File: config.mk
export PLATFORM = sky130hd
export DESIGN_NAME = terminal_key_sequence_decoder_unit
export DESIGN_NICKNAME = d
export VERILOG_FILES = /design/src/rtl/tksd_pkg.sv /design/src/rtl/tksd_in_stage.sv /design/src/rtl/tksd_decode.sv /design/src/rtl/tksd_out_stage.sv /design/src/rtl/terminal_key_sequence_decoder_unit.sv
export SDC_FILE = /design/constraint.sdc
export NUM_CORES = 1
export LEC_CHECK = 0
export BUFFER_PORTS_ARGS = -buffer_cell sky130_fd_sc_hd__buf_2
export CELL_PAD_IN_SITES_DETAIL_PLACEMENT = 0
export CELL_PAD_IN_SITES_GLOBAL_PLACEMENT = 1
export CORE_UTILIZATION = 28
export CTS_BUF_LIST = sky130_fd_sc_hd__clkbuf_8
export DETAILED_ROUTE_END_ITERATION = 6
export MAX_ROUTING_LAYER = met4
export PLACE_DENSITY_LB_ADDON = 0.1
export RECOVER_POWER = 100
export SYNTH_ARGS = -nofsm -noshare
export SYNTH_HDL_FRONTEND = slang
export SYNTH_SLANG_ARGS = --single-unit
File: constraint.sdc
create_clock -name i_clk -period 5.67 [get_ports i_clk]
set_clock_uncertainty 0.2 [all_clocks]
set_input_delay 1.134 -clock i_clk [delete_from_list [all_inputs] [get_ports i_clk]]
set_output_delay 1.134 -clock i_clk [all_outputs]
set_load 0.005 [all_outputs]
File: src/rtl/tksd_pkg.sv
// ----------------------------------------------------------------------------
// tksd_pkg
// Shared types, key codes and decode helpers for the terminal key decoder.
// ----------------------------------------------------------------------------
package tksd_pkg;

    typedef enum logic [1:0] {
        CMD_BYTE = 2'd0,
        CMD_TICK = 2'd1,
        CMD_EOF  = 2'd2,
        CMD_INTR = 2'd3
    } t_cmd;

    typedef struct packed {
        t_cmd       cmd;
        logic [7:0] data_byte;
    } t_item;

    typedef struct packed {
        logic [5:0]  key_code;
        logic [31:0] char_bytes;
        logic [2:0]  char_length;
    } t_result;

    // decode -> output stage
    typedef struct packed {
        logic    valid;
        t_result res;
    } t_dec_out;

    localparam logic [15:0] ESC_TIMEOUT_RST = 16'd50;

    localparam logic [5:0] KEY_UNKNOWN   = 6'd0;
    localparam logic [5:0] KEY_ENTER     = 6'd1;
    localparam logic [5:0] KEY_TAB       = 6'd2;
    localparam logic [5:0] KEY_BACKSPACE = 6'd3;
    localparam logic [5:0] KEY_CTRL_A    = 6'd4;
    localparam logic [5:0] KEY_CTRL_D    = 6'd5;
    localparam logic [5:0] KEY_CTRL_E    = 6'd6;
    localparam logic [5:0] KEY_CTRL_G    = 6'd7;
    localparam logic [5:0] KEY_CTRL_K    = 6'd8;
    localparam logic [5:0] KEY_CTRL_L    = 6'd9;
    localparam logic [5:0] KEY_CTRL_N    = 6'd10;
    localparam logic [5:0] KEY_CTRL_O    = 6'd11;
    localparam logic [5:0] KEY_CTRL_P    = 6'd12;
    localparam logic [5:0] KEY_CTRL_R    = 6'd13;
    localparam logic [5:0] KEY_CTRL_T    = 6'd14;
    localparam logic [5:0] KEY_CTRL_U    = 6'd15;
    localparam logic [5:0] KEY_CTRL_W    = 6'd16;
    localparam logic [5:0] KEY_CTRL_X    = 6'd17;
    localparam logic [5:0] KEY_CTRL_Y    = 6'd18;
    localparam logic [5:0] KEY_ESCAPE    = 6'd19;
    localparam logic [5:0] KEY_ALT_ENTER = 6'd20;
    localparam logic [5:0] KEY_F1        = 6'd21;
    localparam logic [5:0] KEY_UP        = 6'd25;
    localparam logic [5:0] KEY_HOME      = 6'd29;
    localparam logic [5:0] KEY_END       = 6'd30;
    localparam logic [5:0] KEY_DELETE    = 6'd31;
    localparam logic [5:0] KEY_PAGE_UP   = 6'd32;
    localparam logic [5:0] KEY_PAGE_DOWN = 6'd33;
    localparam logic [5:0] KEY_F5        = 6'd34;
    localparam logic [5:0] KEY_F6        = 6'd35;
    localparam logic [5:0] KEY_F7        = 6'd36;
    localparam logic [5:0] KEY_F8        = 6'd37;
    localparam logic [5:0] KEY_F9        = 6'd38;
    localparam logic [5:0] KEY_F10       = 6'd39;
    localparam logic [5:0] KEY_F11       = 6'd40;
    localparam logic [5:0] KEY_F12       = 6'd41;
    localparam logic [5:0] KEY_CHAR      = 6'd42;

    localparam logic [7:0] BYTE_ESC   = 8'h1B;
    localparam logic [7:0] BYTE_LF    = 8'h0A;
    localparam logic [7:0] BYTE_TILDE = 8'h7E;

    function automatic logic [5:0] control_key(input logic [7:0] b);
        logic [5:0] k;
        unique case (b)
            8'h0A:        k = KEY_ENTER;
            8'h09:        k = KEY_TAB;
            8'h7F, 8'h08: k = KEY_BACKSPACE;
            8'h01:        k = KEY_CTRL_A;
            8'h04:        k = KEY_CTRL_D;
            8'h05:        k = KEY_CTRL_E;
            8'h07:        k = KEY_CTRL_G;
            8'h0B:        k = KEY_CTRL_K;
            8'h0C:        k = KEY_CTRL_L;
            8'h0E:        k = KEY_CTRL_N;
            8'h0F:        k = KEY_CTRL_O;
            8'h10:        k = KEY_CTRL_P;
            8'h12:        k = KEY_CTRL_R;
            8'h14:        k = KEY_CTRL_T;
            8'h15:        k = KEY_CTRL_U;
            8'h17:        k = KEY_CTRL_W;
            8'h18:        k = KEY_CTRL_X;
            8'h19:        k = KEY_CTRL_Y;
            default:      k = KEY_UNKNOWN;
        endcase
        return k;
    endfunction

    // UTF-8 sequence length from the lead byte; invalid leads count as one
    function automatic logic [2:0] lead_length(input logic [7:0] b);
        logic [2:0] n;
        priority if (b[7] == 1'b0)      n = 3'd1;
        else if (b[7:5] == 3'b110)      n = 3'd2;
        else if (b[7:4] == 4'b1110)     n = 3'd3;
        else if (b[7:3] == 5'b11110)    n = 3'd4;
        else                            n = 3'd1;
        return n;
    endfunction

    function automatic logic is_digit(input logic [7:0] b);
        return (b >= 8'h30) && (b <= 8'h39);
    endfunction

endpackage

File: src/rtl/tksd_in_stage.sv
// ----------------------------------------------------------------------------
// tksd_in_stage
// Input register: holds one event until the decoder takes it.
// ----------------------------------------------------------------------------
module tksd_in_stage
    import tksd_pkg::*;
(
    input  logic  i_clk,
    input  logic  i_rst_n,
    input  logic  i_valid,
    input  t_item i_item,
    output logic  o_stall,
    input  logic  i_take,
    output logic  o_valid,
    output t_item o_item
);

    logic  r_valid;
    logic  n_valid;
    t_item r_item;
    logic  load;

    // nothing is taken while reset is held
    assign o_stall = !i_rst_n || (r_valid && !i_take);
    assign load    = i_valid && !o_stall;

    always_comb begin
        n_valid = r_valid;
        if (load) begin
            n_valid = 1'b1;
        end else if (i_take) begin
            n_valid = 1'b0;
        end
    end

    always_ff @(posedge i_clk) begin
        if (!i_rst_n) begin
            r_valid <= 1'b0;
        end else begin
            r_valid <= n_valid;
        end
    end

    always_ff @(posedge i_clk) begin
        if (load) begin
            r_item <= i_item;
        end
    end

    assign o_valid = r_valid;
    assign o_item  = r_item;

endmodule

File: src/rtl/tksd_decode.sv
// ----------------------------------------------------------------------------
// tksd_decode
// Parser state machine: one event per cycle unless a key waits on a full result register; at most one key per event.
// ----------------------------------------------------------------------------
module tksd_decode
    import tksd_pkg::*;
(
    input  logic        i_clk,
    input  logic        i_rst_n,
    input  logic        i_cfg_we,
    input  logic [15:0] i_cfg_wdata,
    input  logic        i_valid,
    input  t_item       i_item,
    input  logic        i_out_ready,
    output logic        o_take,
    output t_dec_out    o_dec
);

    typedef enum logic [5:0] {
        MODE_IDLE = 6'b000001,
        MODE_ESC  = 6'b000010,
        MODE_SS3  = 6'b000100,
        MODE_CSI  = 6'b001000,
        MODE_NUM  = 6'b010000,
        MODE_UTF8 = 6'b100000
    } t_mode;

    t_mode       r_mode,    n_mode;
    logic [15:0] r_timeout;
    logic [15:0] r_ticks,   n_ticks;
    logic [23:0] r_bytes,   n_bytes;
    logic [2:0]  r_exp,     n_exp;
    logic [1:0]  r_cnt,     n_cnt;
    logic [3:0]  r_dig0,    n_dig0;
    logic [3:0]  r_dig1,    n_dig1;
    logic [1:0]  r_dcnt,    n_dcnt;

    logic        has_res;
    t_result     res;
    logic [7:0]  b;
    logic [15:0] tick_inc;
    logic [31:0] utf_word;
    logic [2:0]  utf_len;
    logic [5:0]  ctl_key;
    logic [2:0]  lead_n;
    logic [5:0]  num_key;

    assign b        = i_item.data_byte;
    assign tick_inc = r_ticks + 16'd1;
    assign utf_word = {8'h00, r_bytes} | ({24'h000000, b} << {r_cnt, 3'b000});
    assign utf_len  = {1'b0, r_cnt} + 3'd1;
    assign ctl_key  = control_key(b);
    assign lead_n   = lead_length(b);

    // numeric CSI keys; digits kept as BCD, leading zeros never match
    always_comb begin
        num_key = KEY_UNKNOWN;
        if (r_dcnt == 2'd1) begin
            unique case (r_dig0)
                4'd3:    num_key = KEY_DELETE;
                4'd5:    num_key = KEY_PAGE_UP;
                4'd6:    num_key = KEY_PAGE_DOWN;
                default: num_key = KEY_UNKNOWN;
            endcase
        end else if (r_dcnt == 2'd2) begin
            unique case ({r_dig0, r_dig1})
                8'h15:   num_key = KEY_F5;
                8'h17:   num_key = KEY_F6;
                8'h18:   num_key = KEY_F7;
                8'h19:   num_key = KEY_F8;
                8'h20:   num_key = KEY_F9;
                8'h21:   num_key = KEY_F10;
                8'h23:   num_key = KEY_F11;
                8'h24:   num_key = KEY_F12;
                default: num_key = KEY_UNKNOWN;
            endcase
        end
    end

    always_comb begin
        n_mode  = r_mode;
        n_ticks = r_ticks;
        n_bytes = r_bytes;
        n_exp   = r_exp;
        n_cnt   = r_cnt;
        n_dig0  = r_dig0;
        n_dig1  = r_dig1;
        n_dcnt  = r_dcnt;
        has_res = 1'b0;
        res     = '{key_code: KEY_UNKNOWN, char_bytes: 32'h0, char_length: 3'd0};

        unique case (i_item.cmd)
            CMD_INTR: begin
                has_res      = 1'b1;
                res.key_code = KEY_CTRL_D;
            end
            CMD_TICK: begin
                if (r_mode == MODE_ESC) begin
                    // a zero timeout behaves as one
                    if (tick_inc >= r_timeout || tick_inc == 16'd0) begin
                        has_res      = 1'b1;
                        res.key_code = KEY_ESCAPE;
                    end else begin
                        n_ticks = tick_inc;
                    end
                end
            end
            CMD_EOF: begin
                has_res = 1'b1;
                if (r_mode == MODE_ESC) begin
                    res.key_code = KEY_ESCAPE;
                end else if (r_mode == MODE_UTF8) begin
                    res.key_code    = KEY_CHAR;
                    res.char_bytes  = {8'h00, r_bytes};
                    res.char_length = {1'b0, r_cnt};
                end
            end
            CMD_BYTE: begin
                unique case (r_mode)
                    MODE_ESC: begin
                        if (b == BYTE_LF) begin
                            has_res      = 1'b1;
                            res.key_code = KEY_ALT_ENTER;
                        end else if (b == "O") begin
                            n_mode = MODE_SS3;
                        end else if (b == "[") begin
                            n_mode = MODE_CSI;
                        end else begin
                            has_res = 1'b1;
                        end
                    end
                    MODE_SS3: begin
                        has_res = 1'b1;
                        if (b >= "P" && b <= "S") begin
                            res.key_code = KEY_F1 + {4'd0, b[1:0]};
                        end
                    end
                    MODE_CSI: begin
                        if (b >= "A" && b <= "D") begin
                            has_res      = 1'b1;
                            res.key_code = KEY_UP + {4'd0, b[1:0] - 2'd1};
                        end else if (b == "H") begin
                            has_res      = 1'b1;
                            res.key_code = KEY_HOME;
                        end else if (b == "F") begin
                            has_res      = 1'b1;
                            res.key_code = KEY_END;
                        end else if (is_digit(b)) begin
                            n_mode = MODE_NUM;
                            n_dig0 = b[3:0];
                            n_dcnt = 2'd1;
                        end else begin
                            has_res = 1'b1;
                        end
                    end
                    MODE_NUM: begin
                        if (b == BYTE_TILDE) begin
                            has_res      = 1'b1;
                            res.key_code = num_key;
                        end else if (!is_digit(b) || r_dcnt == 2'd3) begin
                            // a fourth digit also ends the sequence
                            has_res = 1'b1;
                        end else begin
                            if (r_dcnt == 2'd1) begin
                                n_dig1 = b[3:0];
                            end
                            n_dcnt = r_dcnt + 2'd1;
                        end
                    end
                    MODE_UTF8: begin
                        if (utf_len == r_exp) begin
                            has_res         = 1'b1;
                            res.key_code    = KEY_CHAR;
                            res.char_bytes  = utf_word;
                            res.char_length = utf_len;
                        end else begin
                            n_bytes = utf_word[23:0];
                            n_cnt   = utf_len[1:0];
                        end
                    end
                    default: begin
                        if (ctl_key != KEY_UNKNOWN) begin
                            has_res      = 1'b1;
                            res.key_code = ctl_key;
                        end else if (b == BYTE_ESC) begin
                            n_mode  = MODE_ESC;
                            n_ticks = 16'd0;
                        end else if (b[7] && lead_n != 3'd1) begin
                            n_mode  = MODE_UTF8;
                            n_exp   = lead_n;
                            n_bytes = {16'h0000, b};
                            n_cnt   = 2'd1;
                        end else if (b[7] || (b >= 8'h20 && b < 8'h7F)) begin
                            has_res         = 1'b1;
                            res.key_code    = KEY_CHAR;
                            res.char_bytes  = {24'h000000, b};
                            res.char_length = 3'd1;
                        end else begin
                            has_res = 1'b1;
                        end
                    end
                endcase
            end
            default: begin
                has_res = 1'b0;
            end
        endcase

        if (has_res) begin
            n_mode = MODE_IDLE;
        end
    end

    // events that produce no key never wait on the output side
    assign o_take       = i_valid && (!has_res || i_out_ready);
    assign o_dec.valid  = o_take && has_res;
    assign o_dec.res    = res;

    always_ff @(posedge i_clk) begin
        if (!i_rst_n) begin
            r_mode    <= MODE_IDLE;
            r_ticks   <= 16'd0;
            r_timeout <= ESC_TIMEOUT_RST;
        end else begin
            if (i_cfg_we) begin
                r_timeout <= i_cfg_wdata;
            end
            if (o_take) begin
                r_mode  <= n_mode;
                r_ticks <= n_ticks;
            end
        end
    end

    always_ff @(posedge i_clk) begin
        if (o_take) begin
            r_bytes <= n_bytes;
            r_exp   <= n_exp;
            r_cnt   <= n_cnt;
            r_dig0  <= n_dig0;
            r_dig1  <= n_dig1;
            r_dcnt  <= n_dcnt;
        end
    end

    a_utf8_short: assert property (@(posedge i_clk) disable iff (!i_rst_n)
        (r_mode == MODE_UTF8) |-> ({1'b0, r_cnt} < r_exp && r_cnt != 2'd0))
        else $error("utf8 collect count not below expected length");

    a_num_digits: assert property (@(posedge i_clk) disable iff (!i_rst_n)
        (r_mode == MODE_NUM) |-> (r_dcnt != 2'd0))
        else $error("csi digit count zero in numeric mode");

    a_char_len: assert property (@(posedge i_clk) disable iff (!i_rst_n)
        (o_dec.valid && o_dec.res.key_code != KEY_CHAR)
            |-> (o_dec.res.char_length == 3'd0 && o_dec.res.char_bytes == 32'h0))
        else $error("non-character key carries bytes");

    a_idle_after_key: assert property (@(posedge i_clk) disable iff (!i_rst_n)
        o_dec.valid |=> (r_mode == MODE_IDLE))
        else $error("parser not idle after a key transfer");

endmodule

File: src/rtl/tksd_out_stage.sv
// ----------------------------------------------------------------------------
// tksd_out_stage
// Result register: holds a decoded key until the receiver takes it.
// ----------------------------------------------------------------------------
module tksd_out_stage
    import tksd_pkg::*;
(
    input  logic     i_clk,
    input  logic     i_rst_n,
    input  t_dec_out i_dec,
    output logic     o_ready,
    output logic     o_valid,
    output t_result  o_result,
    input  logic     i_stall
);

    logic    r_valid;
    logic    n_valid;
    t_result r_result;

    assign o_ready = !r_valid || !i_stall;

    always_comb begin
        n_valid = r_valid;
        if (i_dec.valid) begin
            n_valid = 1'b1;
        end else if (!i_stall) begin
            n_valid = 1'b0;
        end
    end

    always_ff @(posedge i_clk) begin
        if (!i_rst_n) begin
            r_valid <= 1'b0;
        end else begin
            r_valid <= n_valid;
        end
    end

    always_ff @(posedge i_clk) begin
        if (i_dec.valid) begin
            r_result <= i_dec.res;
        end
    end

    // no transfer is offered while reset is held
    assign o_valid  = r_valid && i_rst_n;
    assign o_result = r_result;

    a_no_overwrite: assert property (@(posedge i_clk) disable iff (!i_rst_n)
        i_dec.valid |-> o_ready)
        else $error("result loaded while a stalled key is held");

endmodule

File: src/rtl/terminal_key_sequence_decoder_unit.sv
// ----------------------------------------------------------------------------
// terminal_key_sequence_decoder_unit
// Decodes terminal bytes and events into key codes.
// ----------------------------------------------------------------------------
// Input channel (i_valid / o_stall / i_item): one event per transfer, a byte,
// an idle tick, end of input or an interrupt. Output channel (o_valid /
// i_stall / o_result): one decoded key per transfer; an event yields zero or
// one key.
// Configuration: i_cfg_we writes i_cfg_wdata into the escape timeout (idle
// ticks after a lone ESC); reset value 50. Write only while the unit is idle.
// Path: an event taken on the input channel is held in the input register,
// decoded combinationally, and its key is loaded into the result register.
// Throughput: one event per cycle unless a key waits on a receiver stall, set
// by the parser update between the input register and the result register.
// Receiver stall: the held key stays on o_result; events that produce no key
// keep flowing; an event that would produce a key waits in the input register
// and o_stall rises when that register is full and cannot drain.
// Reset (i_rst_n low, synchronous): both registers empty, parser idle,
// timeout back to 50; o_stall high and o_valid low while reset is held.
// ----------------------------------------------------------------------------
module terminal_key_sequence_decoder_unit
    import tksd_pkg::*;
(
    input  logic        i_clk,
    input  logic        i_rst_n,
    input  logic        i_cfg_we,
    input  logic [15:0] i_cfg_wdata,
    input  logic        i_valid,
    output logic        o_stall,
    input  t_item       i_item,
    output logic        o_valid,
    input  logic        i_stall,
    output t_result     o_result
);

    logic     in_valid;
    t_item    in_item;
    logic     take;
    logic     out_ready;
    t_dec_out dec;

    tksd_in_stage u_in (
        .i_clk   (i_clk),
        .i_rst_n (i_rst_n),
        .i_valid (i_valid),
        .i_item  (i_item),
        .o_stall (o_stall),
        .i_take  (take),
        .o_valid (in_valid),
        .o_item  (in_item)
    );

    tksd_decode u_dec (
        .i_clk       (i_clk),
        .i_rst_n     (i_rst_n),
        .i_cfg_we    (i_cfg_we),
        .i_cfg_wdata (i_cfg_wdata),
        .i_valid     (in_valid),
        .i_item      (in_item),
        .i_out_ready (out_ready),
        .o_take      (take),
        .o_dec       (dec)
    );

    tksd_out_stage u_out (
        .i_clk    (i_clk),
        .i_rst_n  (i_rst_n),
        .i_dec    (dec),
        .o_ready  (out_ready),
        .o_valid  (o_valid),
        .o_result (o_result),
        .i_stall  (i_stall)
    );

endmodule

==> impl_metrics.env, run 1 <==
export IMPL_outcome="complete, but fails checks"
export IMPL_violations="max-capacitance violations, max-slew violations"
export IMPL_coreArea_sq_um=25400
export IMPL_grt_use_total=0.170
export IMPL_drt_iter0_drc=331
export IMPL_vias_per_cell=5.15
export IMPL_synthArstFlopShare=0
export IMPL_area_growth_pct=13.6
export IMPL_period_minus_slack_ns=5.27
export IMPL_cts_hold_buf=0
export IMPL_grt_pass1_wl_um=33300
export IMPL_yosys_warnings=0
export IMPL_ys_top_cells_by_count="edfxtp_1, nand2_1, a21oi_1, nor2_1, dfxtp_1"
export IMPL_cp_max_fo=10
export IMPL_seq_area_frac_synth=0.478
export IMPL_synth_avg_cell_area_sq_um=9.97
export IMPL_hold_viol=0
export IMPL_vdd_drop_max_v=0.000112
export IMPL_worst_pin_slew_ns=1.55
export IMPL_slew_headroom=-0.0324
export IMPL_numCtsBuffers=17
export IMPL_drcViolationCount=0
export IMPL_critPathRequiredTime_ns=4.34
export IMPL_cellLeakagePower_nw=3.13
export IMPL_max_stage_delay_ns=0.46
export IMPL_setup_violations_final=0
export IMPL_ys_ff_latch=130
export IMPL_netlist_instances=735
export IMPL_wl_um=21300
export IMPL_post_route_cells_drive_above_1_share=0.140
export IMPL_htreeDepth=4
export IMPL_path_buf_inv=1
export IMPL_port_buffer_count=73
export IMPL_period_share=0.929
export IMPL_synth_area_leader_cell="edfxtp_1"
export IMPL_first_pass_iters=5
export IMPL_fin_area_sq_um=8320
export IMPL_ios=74
export IMPL_cts_sinks=130
export IMPL_synth_cell_types=78
export IMPL_mappedNetlistNets=794
export IMPL_fp_row_count=58
export IMPL_cp_start_kind="flip-flop"
export IMPL_pwr_density_cell_nw_per_um2=235
export IMPL_setup_tns_final_ns=0
export IMPL_crit_path_start="u_dec.r_ticks[0]"
export IMPL_postCtsSetupRepairBufs=0
export IMPL_die_area_sq_um=26800
export IMPL_hpwl_um=15200
export IMPL_diodes=0
export IMPL_hold_path_class="flip-flop to flip-flop"
export IMPL_synth_enable_flop_cells=90
export IMPL_initial_core_util=0.289
export IMPL_die_x_um=164
export IMPL_drv_slew=50
export IMPL_grt_overflow_total=0
export IMPL_place_area_sq_um=7960
export IMPL_maxCapViolations=2
export IMPL_cp_slowest_cell="dfxtp_2"
export IMPL_endpoint_kind="primary output"
export IMPL_place_gp_congestion=0.824
export IMPL_antenna_found_initial=0
export IMPL_grt_max_degree=42
export IMPL_fin_nets=844
export IMPL_clk_latency_ns=0.46
export IMPL_path_cells="ha_4 -> nand3_2 -> nor2_4 -> and4_1 -> xor2_1 -> ha_1 -> a21o_1 -> a2111oi_2 -> o31ai_1 -> a221oi_2 -> a21boi_2 -> o211ai_1 -> nand2_1 -> buf_2"
export IMPL_cp_arrival_ns=3.93
export IMPL_vias=5807
export IMPL_tritoncts="built"
export IMPL_wl_per_cell_um=18.9
export IMPL_critical_path_top_delay_family="compound AO/OA/AOI/OAI gates"
export IMPL_cts_root_buf="clkbuf_8"
export IMPL_min_delay_start="u_dec.r_ticks[15]"
export IMPL_synthesis_area_sq_um=7330
export IMPL_synth_ff_type="edfxtp_1"
export IMPL_fmax_mhz=190
export IMPL_die_height_um=164
export IMPL_path_clk_slew_ns=0.09
export IMPL_clockBufferDepth=2
export IMPL_first_global_vias=5772
export IMPL_rsz0062_at_grt="false"
export IMPL_ant_nets=0
export IMPL_synth_top_cell_area_share=0.369
export IMPL_synthTopCellsByArea="edfxtp_1, dfxtp_1, ha_1"
export IMPL_synth_most_common_cell="edfxtp_1"
export IMPL_r2r_start="u_dec.r_ticks[0]"
export IMPL_worstSetupPathType="flip-flop to primary output"
## cell usage in the layout (no fill, tap or decap), drive strengths merged, types with 8 or more instances in the layout
cell type / n
clkbuf: 47
a21oi: 48
dfxtp: 40
xnor2: 13
nand3: 25
nor4: 11
and2: 12
inv: 36
edfxtp: 90
buf: 53
mux2i: 19
nor2b: 28
xor2: 10
nor2: 46
o211ai: 8
o21ai: 32
nand2b: 8
o21a: 9
and3: 9
nand4: 10
a31oi: 11
ha: 28
nand2: 62
nor3: 18
a22o: 34
## worst reg2reg max path, stage by stage, from the launching register on
cell       delay, ns
dfxtp_2         0.46
ha_4            0.23
nand3_2         0.17
nor2_4          0.19
and4_1          0.22
xor2_1          0.21
ha_1            0.28
a21o_1          0.20
a2111oi_2       0.36
o31ai_1         0.15
a221oi_2        0.36
a21boi_2        0.10
o21ai_0         0.45
nor2_4          0.03
clkbuf_2        0.59
## cell type report
cell class / instances / area (sq um)
clock buffer: 17 / 234
clock inverter: 15 / 158
fill: 2650 / 17100
inverter: 27 / 101
multi-input combinational: 526 / 3520
sequential: 130 / 3510
tap: 330 / 413
timing repair buffer: 83 / 392
## report_power, final
group	internal, W	switching (W)	leakage [nW]	total [W]
logic	0.0000457	0.0000717	1.80	0.000117
clock network	0.000331	0.000463	0.190	0.000793
registers	0.00103	0.0000195	1.15	0.00105
total	0.00141	0.000554	3.13	0.00196
## through the flow
step / utilization / total power [W] / cells / hold WS, ns / setup slack (ns)
floorplan: - / 0.00114 / 735 / 0.243 / 0.872
global placement: 0.313 / 0.00119 / 1096 / 0.266 / 0.478
detailed placement: 0.313 / 0.00119 / 1096 / 0.281 / 0.380
CTS: 0.329 / 0.00199 / 1128 / 0.292 / 0.0445
global route: 0.328 / 0.00204 / 1128 / 0.328 / 0.0666
finish: 0.328 / 0.00196 / 1128 / 0.286 / 0.403
## what timing repair did
item | CTS | global route
gates cloned | 0 | 0
gates resized for setup | 3 | 7
pin swaps | 0 | 2
endpoints found under the setup margin | 1 | 1
## worst paths after layout
check	to	slack (ns)	cells past startpoint
max	o_stall	0.40	14
min	u_dec.r_ticks[15]	0.29	2
max reg2reg	u_out.o_result[18]	0.95	14
min reg2reg	u_dec.r_ticks[15]	0.29	2
## cell families after synthesis
logic type | count (synthesis) | share of synthesized area
adder cells (fa/ha/maj) | 28 | 0.0478
buffers and inverters | 79 | 0.0459
AO/OA/AOI/OAI | 197 | 0.189
flip-flops | 130 | 0.478
multiplexers | 19 | 0.0259
AND/OR/NAND/NOR | 259 | 0.186
XOR/XNOR | 23 | 0.0275
## state kept, by name (all words and copies together) (netlist names), 3 cells and up
register / count
u_dec.r_ticks: 16
u_dec.r_dig0: 4
u_dec.r_bytes: 24
u_out.o_result: 41
u_dec.r_timeout: 16
u_dec.r_exp: 3
u_dec.r_dig1: 4
u_dec.r_mode: 6
u_in.o_item: 10
## per-layer routing
| layer | GRT usage | share of wire | vias to the layer above |
|---|---|---|---|
| met5 | - | 0 | - |
| met4 | 0.0442 | 0.012 | 0 |
| met3 | 0.0278 | 0.036 | 16 |
| met2 | 0.286 | 0.49 | 136 |
| met1 | 0.211 | 0.46 | 2816 |
| li1 | - | - | 2839 |
Note: power is estimated with default switching activity, not from simulation.
==> run 2: changes to the inputs <==
--- a/config.mk
+++ b/config.mk
@@ -8,10 +8,9 @@
 export BUFFER_PORTS_ARGS = -buffer_cell sky130_fd_sc_hd__buf_2
 export CELL_PAD_IN_SITES_DETAIL_PLACEMENT = 0
 export CELL_PAD_IN_SITES_GLOBAL_PLACEMENT = 1
-export CORE_UTILIZATION = 28
+export CORE_UTILIZATION = 26
 export CTS_BUF_LIST = sky130_fd_sc_hd__clkbuf_8
 export DETAILED_ROUTE_END_ITERATION = 6
-export MAX_ROUTING_LAYER = met4
 export PLACE_DENSITY_LB_ADDON = 0.1
 export RECOVER_POWER = 100
 export SYNTH_ARGS = -nofsm -noshare
==> run 2 against run 1 <==
  * The run still ends with max-capacitance violations, max-slew violations left
  * Critical endpoint unchanged
  * Sequential share of layout area fell by 0.46 points
  * Hold slack better by 0.0097 ns
  * First-iteration DRC count increased by 22%
  * Critical path type unchanged
  * Combinational power hardly changed
  * Non-clock buffer count increased by 4
  * Setup slack worse by 0.065 ns
  * Fmax fell by 1.2%
  * Sequential power barely moved
==> impl_metrics.env, run 2 (synthesis gave the netlist of run 1 again) <==
export IMPL_grt_max_degree=42
export IMPL_numCtsBuffers=17
export IMPL_cellLeakagePower_nw=3.15
export IMPL_cp_arrival_ns=4.00
export IMPL_clk_latency_ns=0.46
export IMPL_maxCapViolations=2
export IMPL_path_cells="ha_4 -> nand3_2 -> nor2_4 -> and4_1 -> xor2_1 -> ha_1 -> a21o_1 -> a2111oi_1 -> o31ai_1 -> a221oi_2 -> a21boi_2 -> o211ai_1 -> buf_4 -> nand2_1 -> buf_2"
export IMPL_grt_pass1_wl_um=33600
export IMPL_reg2reg_slack_ns=1.27
export IMPL_register_area_sq_um=3510
export IMPL_drt_iter0_drc=405
export IMPL_vdd_drop_max_v=0.000101
export IMPL_fp_row_count=61
export IMPL_vias=5860
export IMPL_die_x_um=170
export IMPL_critical_path_top_delay_family="compound AO/OA/AOI/OAI gates"
export IMPL_endpoint_kind="primary output"
export IMPL_ios=74
export IMPL_clockBufferDepth=2
export IMPL_pwr_density_cell_nw_per_um2=233
export IMPL_grt_overflow_total=0
export IMPL_port_buffer_count=73
export IMPL_period_share=0.940
export IMPL_die_area_sq_um=28900
export IMPL_post_route_cells_drive_above_1_share=0.143
export IMPL_htreeDepth=4
export IMPL_first_pass_iters=5
export IMPL_violations="max-capacitance violations, max-slew violations"
export IMPL_ant_nets=0
export IMPL_grt_use_total=0.155
export IMPL_cts_root_buf="clkbuf_8"
export IMPL_vias_per_cell=4.97
export IMPL_final_cells=1180
export IMPL_wl_per_cell_um=18.3
export IMPL_cp_slowest_cell="dfxtp_2"
export IMPL_setup_violations_final=0
export IMPL_antenna_found_initial=0
export IMPL_fmax_mhz=188
export IMPL_cp_start_kind="flip-flop"
export IMPL_max_stage_delay_ns=0.47
export IMPL_path_buf_inv=2
export IMPL_die_height_um=170
export IMPL_hpwl_um=15500
export IMPL_path_clk_slew_ns=0.09
export IMPL_setup_ws_ns=0.338
export IMPL_layout_common_cells="edfxtp_1, nand2_1, buf_2, a21oi_1, nor2_1"
export IMPL_slew_headroom=-0.00781
export IMPL_wl_um=21600
export IMPL_multiInputGateArea_sq_um=3530
export IMPL_drcViolationCount=0
export IMPL_post_route_util=0.303
export IMPL_cp_max_fo=10
export IMPL_fin_nets=848
export IMPL_setup_tns_final_ns=0
export IMPL_worstSetupPathType="flip-flop to primary output"
export IMPL_coreArea_sq_um=27800
export IMPL_num_fill_cells=2974
export IMPL_place_gp_congestion=0.844
export IMPL_outcome="complete, but fails checks"
export IMPL_critPathRequiredTime_ns=4.34
export IMPL_diodes=0
export IMPL_pre_cts_slack_ns=0.366
export IMPL_hold_viol=0
export IMPL_area_growth_pct=14.8
export IMPL_period_minus_slack_ns=5.33
export IMPL_initial_core_util=0.264
export IMPL_place_inst=1146
export IMPL_layout_commonest_cell="edfxtp_1"
export IMPL_largest_reg_flops=41
export IMPL_hold_path_class="flip-flop to flip-flop"
export IMPL_drv_slew=23
export IMPL_worst_pin_slew_ns=1.51
export IMPL_first_global_vias=5694
export IMPL_holdWs_ns=0.295
export IMPL_tritoncts="built"
export IMPL_cts_sinks=130
==> run 2: cell types whose count changed in the layout (fill, tap and decap cells not counted), sizes merged <==
cell    delta
clkbuf     +2
buf        +2
==> run 2: where the power goes <==
group	switching (W)	total, W	internal, W
clock	0.000465	0.000795	0.000331
combinational	0.0000734	0.000119	0.0000461
sequential	0.0000185	0.00105	0.00103
==> run 2: area by class of cell <==
type | instances | share of cell area
multi-input combinational | 526 | 0.419
clock buffer | 17 | 0.0278
inverter | 27 | 0.0120
tap | 378 | 0.0562
timing repair buffer | 87 | 0.0491
sequential | 130 | 0.417
clock inverter | 15 | 0.0190
==> run 2: through the flow <==
| step | total power [W] | cell area [sq um] |
|---|---|---|
| 2_1_floorplan | 0.00114 | 7330 |
| 3_3_place_gp | 0.00119 | 8040 |
| 3_5_place_dp | 0.00119 | 8040 |
| 4_1_cts | 0.00200 | 8440 |
| 5_1_grt | 0.00204 | 8420 |
| 6_report | 0.00196 | 8420 |
==> run 2: path summary, 6_finish.rpt <==
path,startpoint,end,cells after the start
min,u_dec.r_ticks[15],u_dec.r_ticks[15],2
min reg2reg,u_dec.r_ticks[15],u_dec.r_ticks[15],2
max,u_dec.r_ticks[0],o_stall,15
max reg2reg,u_dec.r_ticks[0],u_out.o_result[39],15
==> run 2: worst register-to-register path: stages, from the launching register on <==
cell and delay (ns):
dfxtp_2 0.47, ha_4 0.24, nand3_2 0.17, nor2_4 0.19
and4_1 0.22, xor2_1 0.20, ha_1 0.27, a21o_1 0.19
a2111oi_1 0.41, o31ai_1 0.15, a221oi_2 0.39, buf_4 0.17
buf_4 0.12, a21oi_1 0.07, o21ai_0 0.50, o31ai_1 0.18
==> run 2: per-layer routing <==
metal,up-vias,GRT usage,part of all wire
met5,-,0,0
met4,0,0.0552,0.015
met2,132,0.266,0.50
met3,19,0.0263,0.034
li1,2843,-,-
met1,2866,0.196,0.45
==> run 2: what timing repair did <==
action                     4_1_cts  5_1_grt
gates cloned                     0        0
setup endpoints to repair        1        1
setup buffers                    0        2
hold endpoints to repair         0        0
hold buffers                     0        0
pin swaps                        0        2
resized for setup                3        5
